`src/rtl/rob_pkg.sv`:
```
// ----------------------------------------------------------------------------
// rob_pkg
// Shared types and action codes of the reorder buffer.
// ----------------------------------------------------------------------------
package rob_pkg;

   // action codes
   localparam logic [2:0] ACT_ALLOC       = 3'd0;
   localparam logic [2:0] ACT_ISSUE       = 3'd1;
   localparam logic [2:0] ACT_FINISH      = 3'd2;
   localparam logic [2:0] ACT_COMMIT      = 3'd3;
   localparam logic [2:0] ACT_FLUSH       = 3'd4;
   localparam logic [2:0] ACT_ROOM        = 3'd5;
   localparam logic [2:0] ACT_LIST_ISSUE  = 3'd6;
   localparam logic [2:0] ACT_LIST_COMMIT = 3'd7;

   typedef struct packed {
      logic [2:0]  action;
      logic [15:0] inst_tag;
      logic [5:0]  entry_index;
      logic [3:0]  group_count;
      logic        read_entry;
   } req_type;

   typedef struct packed {
      logic        has_entry;
      logic [5:0]  out_index;
      logic [15:0] out_tag;
      logic [6:0]  free_entries;
      logic        room_ok;
      logic        error_code;
      logic        last_result;
   } rsp_type;

   // command handed from the front queue to the back engine
   typedef struct packed {
      req_type    req;
      logic       walk;
      logic [3:0] limit;
   } cmd_type;

endpackage

```
`src/rtl/rob_front.sv`:
```
// ----------------------------------------------------------------------------
// rob_front
// Request queue: accepts requests, clamps the group count and marks walks.
// ----------------------------------------------------------------------------
module rob_front #(
   parameter int GROUP_MAX = 8
) (
   input  logic             clock,
   input  logic             reset,
   input  logic             req_push,
   output logic             req_full,
   input  rob_pkg::req_type req_data,
   output logic             q_valid,
   input  logic             q_pop,
   output rob_pkg::cmd_type q_data
);

   rob_pkg::cmd_type slot_ff [2];
   rob_pkg::cmd_type cmd_in;
   logic       wr_ff, wr_in, rd_ff, rd_in;
   logic [1:0] cnt_ff, cnt_in;
   logic       do_push, do_pop;

   // classify the incoming request
   always_comb begin
      cmd_in.req   = req_data;
      cmd_in.walk  = (req_data.action == rob_pkg::ACT_COMMIT) ||
                     (req_data.action == rob_pkg::ACT_LIST_ISSUE) ||
                     (req_data.action == rob_pkg::ACT_LIST_COMMIT);
      if (32'(req_data.group_count) > GROUP_MAX) begin
         cmd_in.limit = 4'(GROUP_MAX);
      end else begin
         cmd_in.limit = req_data.group_count;
      end
   end

   assign req_full = (cnt_ff == 2'd2);
   assign q_valid  = (cnt_ff != 2'd0);
   assign q_data   = slot_ff[rd_ff];
   assign do_push  = req_push && !req_full;
   assign do_pop   = q_pop && q_valid;

   // pointer and count update
   always_comb begin
      wr_in  = do_push ? !wr_ff : wr_ff;
      rd_in  = do_pop ? !rd_ff : rd_ff;
      cnt_in = 2'(cnt_ff + {1'b0, do_push} - {1'b0, do_pop});
   end

   always_ff @(posedge clock) begin
      if (reset) begin
         wr_ff  <= 1'b0;
         rd_ff  <= 1'b0;
         cnt_ff <= 2'd0;
      end else begin
         wr_ff  <= wr_in;
         rd_ff  <= rd_in;
         cnt_ff <= cnt_in;
      end
   end

   // payload slots
   always_ff @(posedge clock) begin
      if (do_push) begin
         slot_ff[wr_ff] <= cmd_in;
      end
   end

endmodule

```
`src/rtl/rob_rsp_fifo.sv`:
```
// ----------------------------------------------------------------------------
// rob_rsp_fifo
// Two-entry result queue between the back engine and the result port.
// ----------------------------------------------------------------------------
module rob_rsp_fifo (
   input  logic             clock,
   input  logic             reset,
   input  logic             push,
   output logic             full,
   input  rob_pkg::rsp_type push_data,
   output logic             rsp_empty,
   input  logic             rsp_pop,
   output rob_pkg::rsp_type rsp_data
);

   rob_pkg::rsp_type slot_ff [2];
   logic       wr_ff, wr_in, rd_ff, rd_in;
   logic [1:0] cnt_ff, cnt_in;
   logic       do_push, do_pop;

   assign full      = (cnt_ff == 2'd2);
   assign rsp_empty = (cnt_ff == 2'd0);
   assign rsp_data  = slot_ff[rd_ff];
   assign do_push   = push && !full;
   assign do_pop    = rsp_pop && !rsp_empty;

   // pointer and count update
   always_comb begin
      wr_in  = do_push ? !wr_ff : wr_ff;
      rd_in  = do_pop ? !rd_ff : rd_ff;
      cnt_in = 2'(cnt_ff + {1'b0, do_push} - {1'b0, do_pop});
   end

   always_ff @(posedge clock) begin
      if (reset) begin
         wr_ff  <= 1'b0;
         rd_ff  <= 1'b0;
         cnt_ff <= 2'd0;
      end else begin
         wr_ff  <= wr_in;
         rd_ff  <= rd_in;
         cnt_ff <= cnt_in;
      end
   end

   always_ff @(posedge clock) begin
      if (do_push) begin
         slot_ff[wr_ff] <= push_data;
      end
   end

endmodule

```
`src/rtl/rob_core.sv`:
```
// ----------------------------------------------------------------------------
// rob_core
// Back engine: buffer state, tag memory, head walks and result emission.
// ----------------------------------------------------------------------------
module rob_core #(
   parameter int DEPTH     = 64,
   parameter int GROUP_MAX = 8
) (
   input  logic             clock,
   input  logic             reset,
   input  logic             q_valid,
   output logic             q_pop,
   input  rob_pkg::cmd_type q_data,
   output logic             rsp_push,
   input  logic             rsp_full,
   output rob_pkg::rsp_type rsp_out
);

   localparam int AW = (DEPTH > 1) ? $clog2(DEPTH) : 1;
   localparam int OW = $clog2(DEPTH + 1);
   localparam int HW = $clog2(GROUP_MAX + 1);
   localparam int SW = (GROUP_MAX > 1) ? $clog2(GROUP_MAX) : 1;

   localparam logic [1:0] ST_IDLE  = 2'd0;
   localparam logic [1:0] ST_WALK  = 2'd1;
   localparam logic [1:0] ST_DRAIN = 2'd2;
   localparam logic [1:0] ST_EMIT  = 2'd3;

   logic [1:0]       state_ff, state_in;
   logic [AW-1:0]    head_ff, head_in, tail_ff, tail_in, ptr_ff, ptr_in;
   logic [OW-1:0]    occ_ff, occ_in, step_ff, step_in;
   logic [DEPTH-1:0] valid_ff, valid_in, issued_ff, issued_in, fin_ff, fin_in;
   logic [HW-1:0]    nh_ff, nh_in, emit_ff, emit_in;
   logic             has_ff, has_in, err_ff, err_in;
   logic             pend_ff, pend_in;
   logic [SW-1:0]    pend_slot_ff, pend_slot_in;
   rob_pkg::cmd_type cmd_ff, cmd_in;

   logic [AW-1:0]    hit_idx_ff [GROUP_MAX];
   logic [15:0]      hit_tag_ff [GROUP_MAX];
   logic             hit_wr_en, tag_wr_en;
   logic [SW-1:0]    hit_wr_slot, tag_wr_slot;
   logic [AW-1:0]    hit_wr_idx;
   logic [15:0]      tag_direct, tag_wr_data;

   logic [15:0]      tag_mem [DEPTH];
   logic             mem_wr_en, mem_rd_en;
   logic [AW-1:0]    mem_wr_addr, mem_rd_addr;
   logic [15:0]      mem_rd_data_ff;

   logic             eidx_ok, lim_hit, last;
   logic [AW-1:0]    eidx_a, cur;
   logic [OW-1:0]    free_cnt;

   function automatic logic [AW-1:0] next_idx(input logic [AW-1:0] i);
      if (32'(i) == DEPTH - 1) begin
         return '0;
      end
      return AW'(i + 1'b1);
   endfunction

   assign eidx_ok  = 32'(q_data.req.entry_index) < DEPTH;
   assign eidx_a   = AW'(q_data.req.entry_index);
   assign lim_hit  = nh_ff >= HW'(cmd_ff.limit);
   assign cur      = (cmd_ff.req.action == rob_pkg::ACT_COMMIT) ? head_ff : ptr_ff;
   assign free_cnt = OW'(DEPTH) - occ_ff;
   assign last     = has_ff ? (HW'(emit_ff + 1'b1) == nh_ff) : 1'b1;

   // result word of the current emit slot
   always_comb begin
      rsp_out.has_entry    = has_ff;
      rsp_out.out_index    = has_ff ? 6'(hit_idx_ff[emit_ff[SW-1:0]]) : 6'd0;
      rsp_out.out_tag      = has_ff ? hit_tag_ff[emit_ff[SW-1:0]] : 16'd0;
      rsp_out.free_entries = 7'(free_cnt);
      rsp_out.room_ok      = 32'(free_cnt) >= 32'(cmd_ff.req.group_count);
      rsp_out.error_code   = err_ff;
      rsp_out.last_result  = last;
   end

   // sequencer
   always_comb begin
      state_in     = state_ff;
      head_in      = head_ff;
      tail_in      = tail_ff;
      ptr_in       = ptr_ff;
      occ_in       = occ_ff;
      step_in      = step_ff;
      valid_in     = valid_ff;
      issued_in    = issued_ff;
      fin_in       = fin_ff;
      nh_in        = nh_ff;
      emit_in      = emit_ff;
      has_in       = has_ff;
      err_in       = err_ff;
      cmd_in       = cmd_ff;
      pend_in      = 1'b0;
      pend_slot_in = pend_slot_ff;
      q_pop        = 1'b0;
      rsp_push     = 1'b0;
      hit_wr_en    = 1'b0;
      hit_wr_slot  = nh_ff[SW-1:0];
      hit_wr_idx   = cur;
      tag_wr_en    = pend_ff;
      tag_wr_slot  = pend_slot_ff;
      tag_direct   = q_data.req.inst_tag;
      mem_wr_en    = 1'b0;
      mem_wr_addr  = tail_ff;
      mem_rd_en    = 1'b0;
      mem_rd_addr  = cur;
      case (state_ff)
         ST_IDLE: begin
            if (q_valid) begin
               q_pop    = 1'b1;
               cmd_in   = q_data;
               nh_in    = '0;
               emit_in  = '0;
               has_in   = 1'b0;
               err_in   = 1'b0;
               ptr_in   = head_ff;
               step_in  = '0;
               state_in = ST_EMIT;
               case (q_data.req.action)
                  rob_pkg::ACT_ALLOC: begin
                     if (32'(occ_ff) >= DEPTH) begin
                        err_in = 1'b1;
                     end else begin
                        mem_wr_en         = 1'b1;
                        valid_in[tail_ff]  = 1'b1;
                        issued_in[tail_ff] = 1'b0;
                        fin_in[tail_ff]    = 1'b0;
                        tail_in           = next_idx(tail_ff);
                        occ_in            = OW'(occ_ff + 1'b1);
                        hit_wr_en         = 1'b1;
                        hit_wr_slot       = '0;
                        hit_wr_idx        = tail_ff;
                        tag_wr_en         = 1'b1;
                        tag_wr_slot       = '0;
                        nh_in             = HW'(1);
                        has_in            = 1'b1;
                     end
                  end
                  rob_pkg::ACT_ISSUE: begin
                     if (eidx_ok) begin
                        issued_in[eidx_a] = 1'b1;
                     end
                  end
                  rob_pkg::ACT_FINISH: begin
                     if (eidx_ok) begin
                        fin_in[eidx_a] = 1'b1;
                     end
                  end
                  rob_pkg::ACT_FLUSH: begin
                     valid_in  = '0;
                     issued_in = '0;
                     fin_in    = '0;
                     head_in   = '0;
                     tail_in   = '0;
                     occ_in    = '0;
                  end
                  rob_pkg::ACT_ROOM: begin
                     if (q_data.req.read_entry && eidx_ok) begin
                        hit_wr_en    = 1'b1;
                        hit_wr_slot  = '0;
                        hit_wr_idx   = eidx_a;
                        mem_rd_en    = 1'b1;
                        mem_rd_addr  = eidx_a;
                        pend_in      = 1'b1;
                        pend_slot_in = '0;
                        nh_in        = HW'(1);
                        has_in       = 1'b1;
                        state_in     = ST_DRAIN;
                     end
                  end
                  default: begin
                     state_in = ST_WALK;
                  end
               endcase
            end
         end
         ST_WALK: begin
            case (cmd_ff.req.action)
               rob_pkg::ACT_COMMIT: begin
                  if (lim_hit || occ_ff == '0 ||
                      !(valid_ff[head_ff] && issued_ff[head_ff] && fin_ff[head_ff])) begin
                     state_in = ST_DRAIN;
                  end else begin
                     valid_in[head_ff]  = 1'b0;
                     issued_in[head_ff] = 1'b0;
                     fin_in[head_ff]    = 1'b0;
                     head_in           = next_idx(head_ff);
                     occ_in            = OW'(occ_ff - 1'b1);
                     hit_wr_en         = 1'b1;
                     mem_rd_en         = 1'b1;
                     pend_in           = 1'b1;
                     pend_slot_in      = nh_ff[SW-1:0];
                     nh_in             = HW'(nh_ff + 1'b1);
                  end
               end
               rob_pkg::ACT_LIST_ISSUE: begin
                  if (lim_hit || step_ff == occ_ff) begin
                     state_in = ST_DRAIN;
                  end else begin
                     if (valid_ff[ptr_ff] && !issued_ff[ptr_ff]) begin
                        hit_wr_en    = 1'b1;
                        mem_rd_en    = 1'b1;
                        pend_in      = 1'b1;
                        pend_slot_in = nh_ff[SW-1:0];
                        nh_in        = HW'(nh_ff + 1'b1);
                     end
                     ptr_in  = next_idx(ptr_ff);
                     step_in = OW'(step_ff + 1'b1);
                  end
               end
               default: begin
                  if (lim_hit || step_ff == occ_ff || !fin_ff[ptr_ff]) begin
                     state_in = ST_DRAIN;
                  end else begin
                     hit_wr_en    = 1'b1;
                     mem_rd_en    = 1'b1;
                     pend_in      = 1'b1;
                     pend_slot_in = nh_ff[SW-1:0];
                     nh_in        = HW'(nh_ff + 1'b1);
                     ptr_in       = next_idx(ptr_ff);
                     step_in      = OW'(step_ff + 1'b1);
                  end
               end
            endcase
            if (state_in == ST_DRAIN) begin
               has_in = (nh_ff != '0);
            end
         end
         ST_DRAIN: begin
            state_in = ST_EMIT;
         end
         default: begin
            if (!rsp_full) begin
               rsp_push = 1'b1;
               if (last) begin
                  state_in = ST_IDLE;
                  emit_in  = '0;
               end else begin
                  emit_in = HW'(emit_ff + 1'b1);
               end
            end
         end
      endcase
      tag_wr_data = pend_ff ? mem_rd_data_ff : tag_direct;
   end

   always_ff @(posedge clock) begin
      if (reset) begin
         state_ff  <= ST_IDLE;
         head_ff   <= '0;
         tail_ff   <= '0;
         occ_ff    <= '0;
         valid_ff  <= '0;
         issued_ff <= '0;
         fin_ff    <= '0;
         nh_ff     <= '0;
         emit_ff   <= '0;
         pend_ff   <= 1'b0;
      end else begin
         state_ff  <= state_in;
         head_ff   <= head_in;
         tail_ff   <= tail_in;
         occ_ff    <= occ_in;
         valid_ff  <= valid_in;
         issued_ff <= issued_in;
         fin_ff    <= fin_in;
         nh_ff     <= nh_in;
         emit_ff   <= emit_in;
         pend_ff   <= pend_in;
      end
   end

   // command and walk payload
   always_ff @(posedge clock) begin
      cmd_ff       <= cmd_in;
      ptr_ff       <= ptr_in;
      step_ff      <= step_in;
      has_ff       <= has_in;
      err_ff       <= err_in;
      pend_slot_ff <= pend_slot_in;
      if (hit_wr_en) begin
         hit_idx_ff[hit_wr_slot] <= hit_wr_idx;
      end
      if (tag_wr_en) begin
         hit_tag_ff[tag_wr_slot] <= tag_wr_data;
      end
   end

   // tag memory, registered read
   always_ff @(posedge clock) begin
      if (mem_wr_en) begin
         tag_mem[mem_wr_addr] <= q_data.req.inst_tag;
      end
      if (mem_rd_en) begin
         mem_rd_data_ff <= tag_mem[mem_rd_addr];
      end
   end

   // checks
   a_occ_bound: assert property (@(posedge clock) disable iff (reset)
      32'(occ_ff) <= DEPTH)
      else $error("occupancy beyond depth");
   a_push_in_emit: assert property (@(posedge clock) disable iff (reset)
      rsp_push |-> state_ff == ST_EMIT)
      else $error("result transfer outside emit");
   a_walk_limit: assert property (@(posedge clock) disable iff (reset)
      state_ff == ST_WALK |-> nh_ff <= HW'(cmd_ff.limit))
      else $error("walk collected too many entries");
   a_pop_idle: assert property (@(posedge clock) disable iff (reset)
      q_pop |-> state_ff == ST_IDLE)
      else $error("command taken while busy");

endmodule

```
`src/rtl/reorder_buffer.sv`:
```
// ----------------------------------------------------------------------------
// reorder_buffer
// Circular reorder buffer of instruction tags with valid, issued and
// finished marks per entry.
// ----------------------------------------------------------------------------
// Usage:
//   Requests enter through a queue interface: a transfer happens when
//   req_push is high and req_full low. Results leave through a queue
//   interface: rsp_data holds the oldest result while rsp_empty is low, and
//   rsp_pop takes it. Each request gives one or more results; the final one
//   carries last_result.
//   A two-entry request queue feeds the back engine, which handles one
//   request at a time. Allocate, issue, finish and flush go from idle
//   straight to the emit state; a tag read passes through a drain state
//   first. Commit and the two list walks step one buffer entry per cycle
//   from the head in the walk state, then drain and emit one result per
//   entry found, or a single empty one (list issuable may visit every
//   occupied entry). The engine goes back to idle after each request,
//   before it takes the next one.
//   Reset empties the buffer, both queues and all marks; the tag memory is
//   left as it is. When the receiver stalls, the two-entry result queue
//   fills, the engine waits, and then the request queue backs up to full.
// ----------------------------------------------------------------------------
module reorder_buffer #(
   parameter int DEPTH     = 64,
   parameter int GROUP_MAX = 8
) (
   input  logic             clock,
   input  logic             reset,
   input  logic             req_push,
   output logic             req_full,
   input  rob_pkg::req_type req_data,
   output logic             rsp_empty,
   input  logic             rsp_pop,
   output rob_pkg::rsp_type rsp_data
);

   rob_pkg::cmd_type q_data;
   rob_pkg::rsp_type core_rsp;
   logic             q_valid, q_pop, core_push, core_full;

   rob_front #(.GROUP_MAX(GROUP_MAX)) u_front (
      .clock    (clock),
      .reset    (reset),
      .req_push (req_push),
      .req_full (req_full),
      .req_data (req_data),
      .q_valid  (q_valid),
      .q_pop    (q_pop),
      .q_data   (q_data)
   );

   rob_core #(.DEPTH(DEPTH), .GROUP_MAX(GROUP_MAX)) u_core (
      .clock    (clock),
      .reset    (reset),
      .q_valid  (q_valid),
      .q_pop    (q_pop),
      .q_data   (q_data),
      .rsp_push (core_push),
      .rsp_full (core_full),
      .rsp_out  (core_rsp)
   );

   rob_rsp_fifo u_rsp (
      .clock     (clock),
      .reset     (reset),
      .push      (core_push),
      .full      (core_full),
      .push_data (core_rsp),
      .rsp_empty (rsp_empty),
      .rsp_pop   (rsp_pop),
      .rsp_data  (rsp_data)
   );

endmodule

```
`config.mk`:
```
export PLATFORM = sky130hd
export DESIGN_NAME = reorder_buffer
export DESIGN_NICKNAME = d
export VERILOG_FILES = /design/src/rtl/rob_pkg.sv /design/src/rtl/rob_front.sv /design/src/rtl/rob_rsp_fifo.sv /design/src/rtl/rob_core.sv /design/src/rtl/reorder_buffer.sv
export SDC_FILE = /design/constraint.sdc
export NUM_CORES = 2
export LEC_CHECK = 0
export BUFFER_PORTS_ARGS = -buffer_cell sky130_fd_sc_hd__buf_4
export CAP_MARGIN = 30
export CORE_AREA = 2 2 423 425
export CTS_CLUSTER_SIZE = 16
export DETAILED_ROUTE_END_ITERATION = 8
export DIE_AREA = 0 0 425 427
export GPL_ROUTABILITY_DRIVEN = 0
export PLACE_DENSITY = 0.65
export SLEW_MARGIN = 40
export SYNTH_ARGS = -nofsm -noshare
export SYNTH_HDL_FRONTEND = slang
export SYNTH_SLANG_ARGS = --single-unit
```
`constraint.sdc`:
```
create_clock -name clock -period 9.9 [get_ports clock]
set_input_delay 0.99 -clock clock [delete_from_list [all_inputs] [get_ports clock]]
set_output_delay 0.99 -clock clock [all_outputs]
set_load 0.05 [all_outputs]
```
# Word-level counts from Yosys, hierarchy flattened
# Memory sizes are Yosys's and may differ from the RTL's. A register that Yosys moved wholly into a read port is not among the register bits.
# Index checks and enable logic that the tools add are counted.
[classes]
n_mux = 185
n_eq_ne = 39
addsub = 13
magnitude_cmp = 11
n_bitwise = 11
reduce_logical = 51
[ops]
columns = ["op", "count"]
rows = [
  ["64-bit two-way mux", 12],
  ["64-bit one-hot mux with 2 select lines", 4],
  ["64-bit one-hot mux with 3 select lines", 2],
  ["64-bit AND", 5],
  ["64-bit bitwise OR", 3],
  ["6-bit two-way mux", 24],
  ["64-bit NOT", 2],
  ["1-bit two-way mux", 66],
  ["6-bit one-hot mux with 2 select lines", 5],
  ["3-bit two-way mux", 19],
  ["7-bit one-hot mux with 2 select lines", 4],
  ["7-bit two-way mux", 7],
  ["1-bit binary-select mux with 6-bit select", 6],
  ["4-bit two-way mux", 9],
  ["16-bit two-way mux", 2],
  ["4-bit one-hot mux with 2 select lines", 4],
  ["6-bit by 7-bit less-than comparator with 1-bit output, second input constant", 4],
  ["6-bit AND reduction", 4],
  ["6-bit by 1-bit adder with 6-bit output, second input constant", 3],
  ["1-bit demux with 6-bit select", 3],
  ["6-bit equality test, second input constant", 3],
  ["6-bit by 1-bit greater-or-equal comparator with 1-bit output, second input constant", 3],
  ["3-bit one-hot mux with 2 select lines", 3],
  ["3-bit equality test, second input constant", 5],
  ["43 further kinds", 108],
]
[word_totals]
ramBits = 1336
memories = 5
output_inout_bits = 35
wordCells = 339
regBits = 259
[mem_list]
columns = ["memory", "depth", "word_bits", "read_ports", "rd_ports_with_merged_regs", "write_ports", "line", "text"]
rows = [
  ["u_core.tag_mem", 64, 16, 1, 1, 1, "rob_core.sv:46", "logic [15:0] tag_mem [DEPTH];"],
  ["u_core.hit_tag_ff", 8, 16, 1, 1, 1, "rob_core.sv:40", "logic [15:0] hit_tag_ff [GROUP_MAX];"],
  ["u_front.slot_ff", 2, 35, 1, 1, 1, "rob_front.sv:18", "rob_pkg::cmd_type slot_ff [2];"],
  ["u_rsp.slot_ff", 2, 33, 1, 1, 1, "rob_rsp_fifo.sv:16", "rob_pkg::rsp_type slot_ff [2];"],
  ["u_core.hit_idx_ff", 8, 6, 1, 1, 1, "rob_core.sv:39", "logic [AW-1:0] hit_idx_ff [GROUP_MAX];"],
]

# Depth between registers and ports, before layout
[logic_depth]
depth_word = 13
mapped_depth = 15
depth_no_buf = 11

# Cells and area by module
# A second synthesis with hierarchy kept.
[hier_totals]
hier_cells = 4752
hier_area_um2 = 70870.5
[by_module_without_submodules]
columns = ["mod", "n_inst", "area_per_inst_um2", "cells_each", "seq_area_each_um2"]
rows = [
  ["rob_core", 1, 65472.8, 4481, 41890.2],
  ["rob_front", 1, 2790.2, 141, 2202.1],
  ["rob_rsp_fifo", 1, 2607.5, 130, 2082.0],
]

# Worst setup path before layout
# No wires, ideal clock.
[synth_path]
path_type = "flip-flop to flip-flop"
start = "reg u_core.state_ff[0]"
end = "mem u_core.hit_tag_ff[1][0] (enable)"
path_buffers = 1
required_time_ns = 9.470
t_arrival_ns = 3.662
slack_ns = 5.807
setup_time_ns = 0.430
stages_incl_launch_ff = 8
synth_period_minus_slack_ns = 4.093
cell_sequence = "dfxtp_1 inv_1 ha_1 o21ai_1 clkinv_1 and2_0 clkbuf_1 nor4_1"
[synth_between]
elab_chain_cells = 4
word_cells_on_any_way = 5
classes_between = "mux (4); reduce/logical (1)"
[synth_lines]
columns = ["item", "line", "text"]
rows = [
  ["start: declaration", "rob_core.sv:29", "logic [1:0] state_ff, state_in;"],
  ["start signal: assignment", "rob_core.sv:263", "state_ff <= state_in;"],
  ["2-bit logical NOT (*)", "rob_core.sv:110", "case (state_ff)"],
  ["1-bit two-way mux", "rob_core.sv:110", ""],
  ["1-bit two-way mux", "rob_core.sv:287", "if (tag_wr_en) begin"],
  ["1-bit two-way mux (implied by the code)", "rob_core.sv:288", "hit_tag_ff[tag_wr_slot] <= tag_wr_data;"],
  ["end: declaration", "rob_core.sv:40", ""],
]
# Every way passes the cells marked *; elsewhere a longest branch is shown, timed or not.

==> results_dict.tcl <==
set metrics [dict create \
    synth_area_sq_mm 0.0704 \
    synth_fa_ha_area_share_pct 0.462 \
    synth_nets 5764 \
    io_pins 69 \
    ys_seq_area_share_pct 65.5 \
    synth_xor_area_share_pct 0.461 \
    layout.cells.non_filler 8184 \
    cp-start-kind "register" \
    io_buffers 68 \
    finalSetupViolations 0 \
    row_count 155 \
    crit_fanout 90 \
    hold_slack_ns 0.362 \
    post-dp-hpwl_microns 131000 \
    final_cell_mix "1379 x edfxtp_1, 1054 x nand2_1, 307 x a21oi_1" \
    cts_resized 0 \
    maxCapViolations 0 \
    wl_microns 222000 \
    relSlewSlack_pct 35.7 \
    hold_path_class "primary input to register" \
    ant_nets 0 \
    first_global_vias 47900 \
    slew_violations 0 \
    grt_max_degree 153 \
    arrival_ns 6.52 \
    numClockSinks 1614 \
    fin_nets 5754 \
    place_area_sq_mm 0.0739 \
    wl_per_cell_microns 27.1 \
    overflow 0 \
    skew_ns 0.0656 \
    ir_drop_mv 0.222 \
    post-cts-setup-buffers 0 \
    fin_area_sq_mm 0.0793 \
    synth_top_family_by_area "simple AND/OR/NAND/NOR gates" \
    die_area_sq_mm 0.181 \
    multi_input_area_sq_mm 0.0226 \
    status "complete, but fails checks" \
    track_usage_pct 23.8 \
    synth_seq_cells 1614 \
    cts_tree "yes" \
    p_per_area_mw_per_mm2 283 \
    yosysWarnings 0 \
    synth_top_area_cell "edfxtp_1" \
    drt_iter0_markers 8057 \
    final.setup.tns_ns 0 \
    power.leakage_uw 0.0259 \
    root_buffer "clkbuf_16" \
    regArea_sq_mm 0.0461 \
    synthArstFlopShare_pct 0 \
    synthMuxAreaShare_pct 5.04 \
    layout_commonest_cell "edfxtp_1" \
    synthSimpleGateAreaFrac_pct 13.2 \
    core-area_sq_mm 0.177 \
    clk_latency_ns 0.83 \
    synth_top_flop_cell "edfxtp_1" \
    synth_compound_area_share_pct 12.2 \
    syn_to_final_growth_pct 12.7 \
    crit_type "register to register" \
    worst_pin_slew_ns 0.958 \
    layout-drive-gt1-share_pct 13.7 \
    period_share_pct 60.0 \
    max_freq_ghz 0.168 \
    grt_first_pass_wirelength_microns 323000 \
    avgSynthCellArea_sq_um 12.3 \
    hold_buffers 0 \
    synth.area.top_cells "edfxtp_1 59%, dfxtp_1 6.7%, nand2_1 5.7%" \
    rsz0062_at_grt "no" \
    ys_types 89 \
    timing.final.hold_violations 0 \
    clockBufferDepth 3 \
    drtPass1Iterations 9 \
    die_w_microns 425 \
    antenna_found_initial 7 \
    via_per_inst 6.20 \
    yosysTopAreaCellShare_pct 58.9 \
    synth_edf_count 1379 \
    cp.required_ns 10.48 \
    vias 50700 \
    drc 2 \
    cp-end-kind "register" \
    clkTransAtPathRegs_ns 0.06 \
    die-height_microns 427 \
    n_fill_cell 15800 \
    numCtsBuffers 168 \
    violations "DRC" \
    dp.cells 7876 \
    htreeDepth 4 \
    initial_core_util_pct 39.7 \
    netlist_instances 5704 \
    period_minus_slack_ns 5.94 \
]
-- cell type report --
| class | instances | share of cell area, % |
|---|---|---|
| multi-input combinational | 3579 | 28.5 |
| timing repair buffer | 261 | 2.67 |
| clock buffer | 222 | 5.65 |
| tap | 2355 | 3.72 |
| inverter | 70 | 0.335 |
| sequential | 1614 | 58.2 |
| antenna | 3 | 0.00947 |
| clock inverter | 80 | 0.933 |
-- worst max-delay path: stages (launching register included) --
cell,delay (ns)
dfxtp_2,0.62
buf_4,0.45
mux2i_4,0.34
inv_2,0.11
or4_1,0.72
o21ai_4,0.27
buf_4,0.36
nand2_8,0.27
buf_16,0.36
buf_4,0.40
a211oi_1,0.36
a311oi_1,0.13
nor4_2,0.74
o22ai_1,0.23
a31o_1,0.23
-- cells by family (layout without fill, tap and decap cells) --
group,after synthesis,in the layout
buffers and inverters,511,633
other,0,3
XOR/XNOR,37,37
multiplexers,248,248
flip-flops,1614,1614
adder cells (fa/ha/maj),26,26
AND/OR/NAND/NOR,2026,2026
AO/OA/AOI/OAI,1242,1242
-- synth_stat cells (all sizes together), types with 35 or more instances --
library cell,number
edfxtp,1379
nor2,221
nand3,232
a32oi,35
buf,158
mux2,93
o22ai,38
mux2i,81
nor4,60
and3,178
o21ai,157
inv,67
nor3,52
dfxtp,235
a311oi,143
a21oi,307
mux4,74
a211oi,223
nor2b,62
nand2,1065
a31oi,54
clkbuf,283
-- where the power goes --
group / internal [uW] / total, uW / leakage [uW] / switching (uW)
clock: 3310 / 6020 / 0.00251 / 2710
sequential: 8210 / 8400 / 0.0144 / 189
combinational: 2120 / 8020 / 0.00899 / 5900
total: 13600 / 22400 / 0.0259 / 8790
-- final timing paths --
kind	to	cells past startpoint	slack, ns	from
min reg2reg	u_core.issued_ff[55]	2	0.49	u_core.issued_ff[55]
max	u_core.mem_rd_data_ff[9]	14	3.96	register
min	u_front.slot_ff[1][29]	1	0.36	req_data[24]
max reg2reg	u_core.mem_rd_data_ff[9]	14	3.96	register
-- registers in the layout, summed over array words and instances (netlist names), 7 cells and up, named ones only --
name / count
u_core.tag_mem: 1024
u_core.hit_tag_ff: 128
u_front.slot_ff: 68
u_rsp.slot_ff: 66
u_core.fin_ff: 64
u_core.issued_ff: 64
u_core.valid_ff: 64
u_core.hit_idx_ff: 48
u_core.mem_rd_data_ff: 16
u_core.cmd_ff: 11
u_core.occ_ff: 7
u_core.step_ff: 7
-- through the flow --
stage	worst slack, ns	total power (uW)	utilization [%]
final	3.96	22400	44.7
after global routing	3.80	23200	44.7
after CTS	4.08	22300	44.7
after detailed placement	4.10	16300	41.7
after global placement	3.60	16100	41.5
after floorplan	5.81	13400	-
-- per-layer routing --
metal	up-vias	global-route usage, %	wire length (microns)	part of all wire, %
li1	21700	-	-	-
met1	25000	32.8	86300	39
met2	3399	34.7	96000	43
met3	674	6.63	28800	13
met4	2	11.3	11000	5.0
met5	-	0	11	0.0050
No activity file was read; power rests on OpenSTA's default activity.
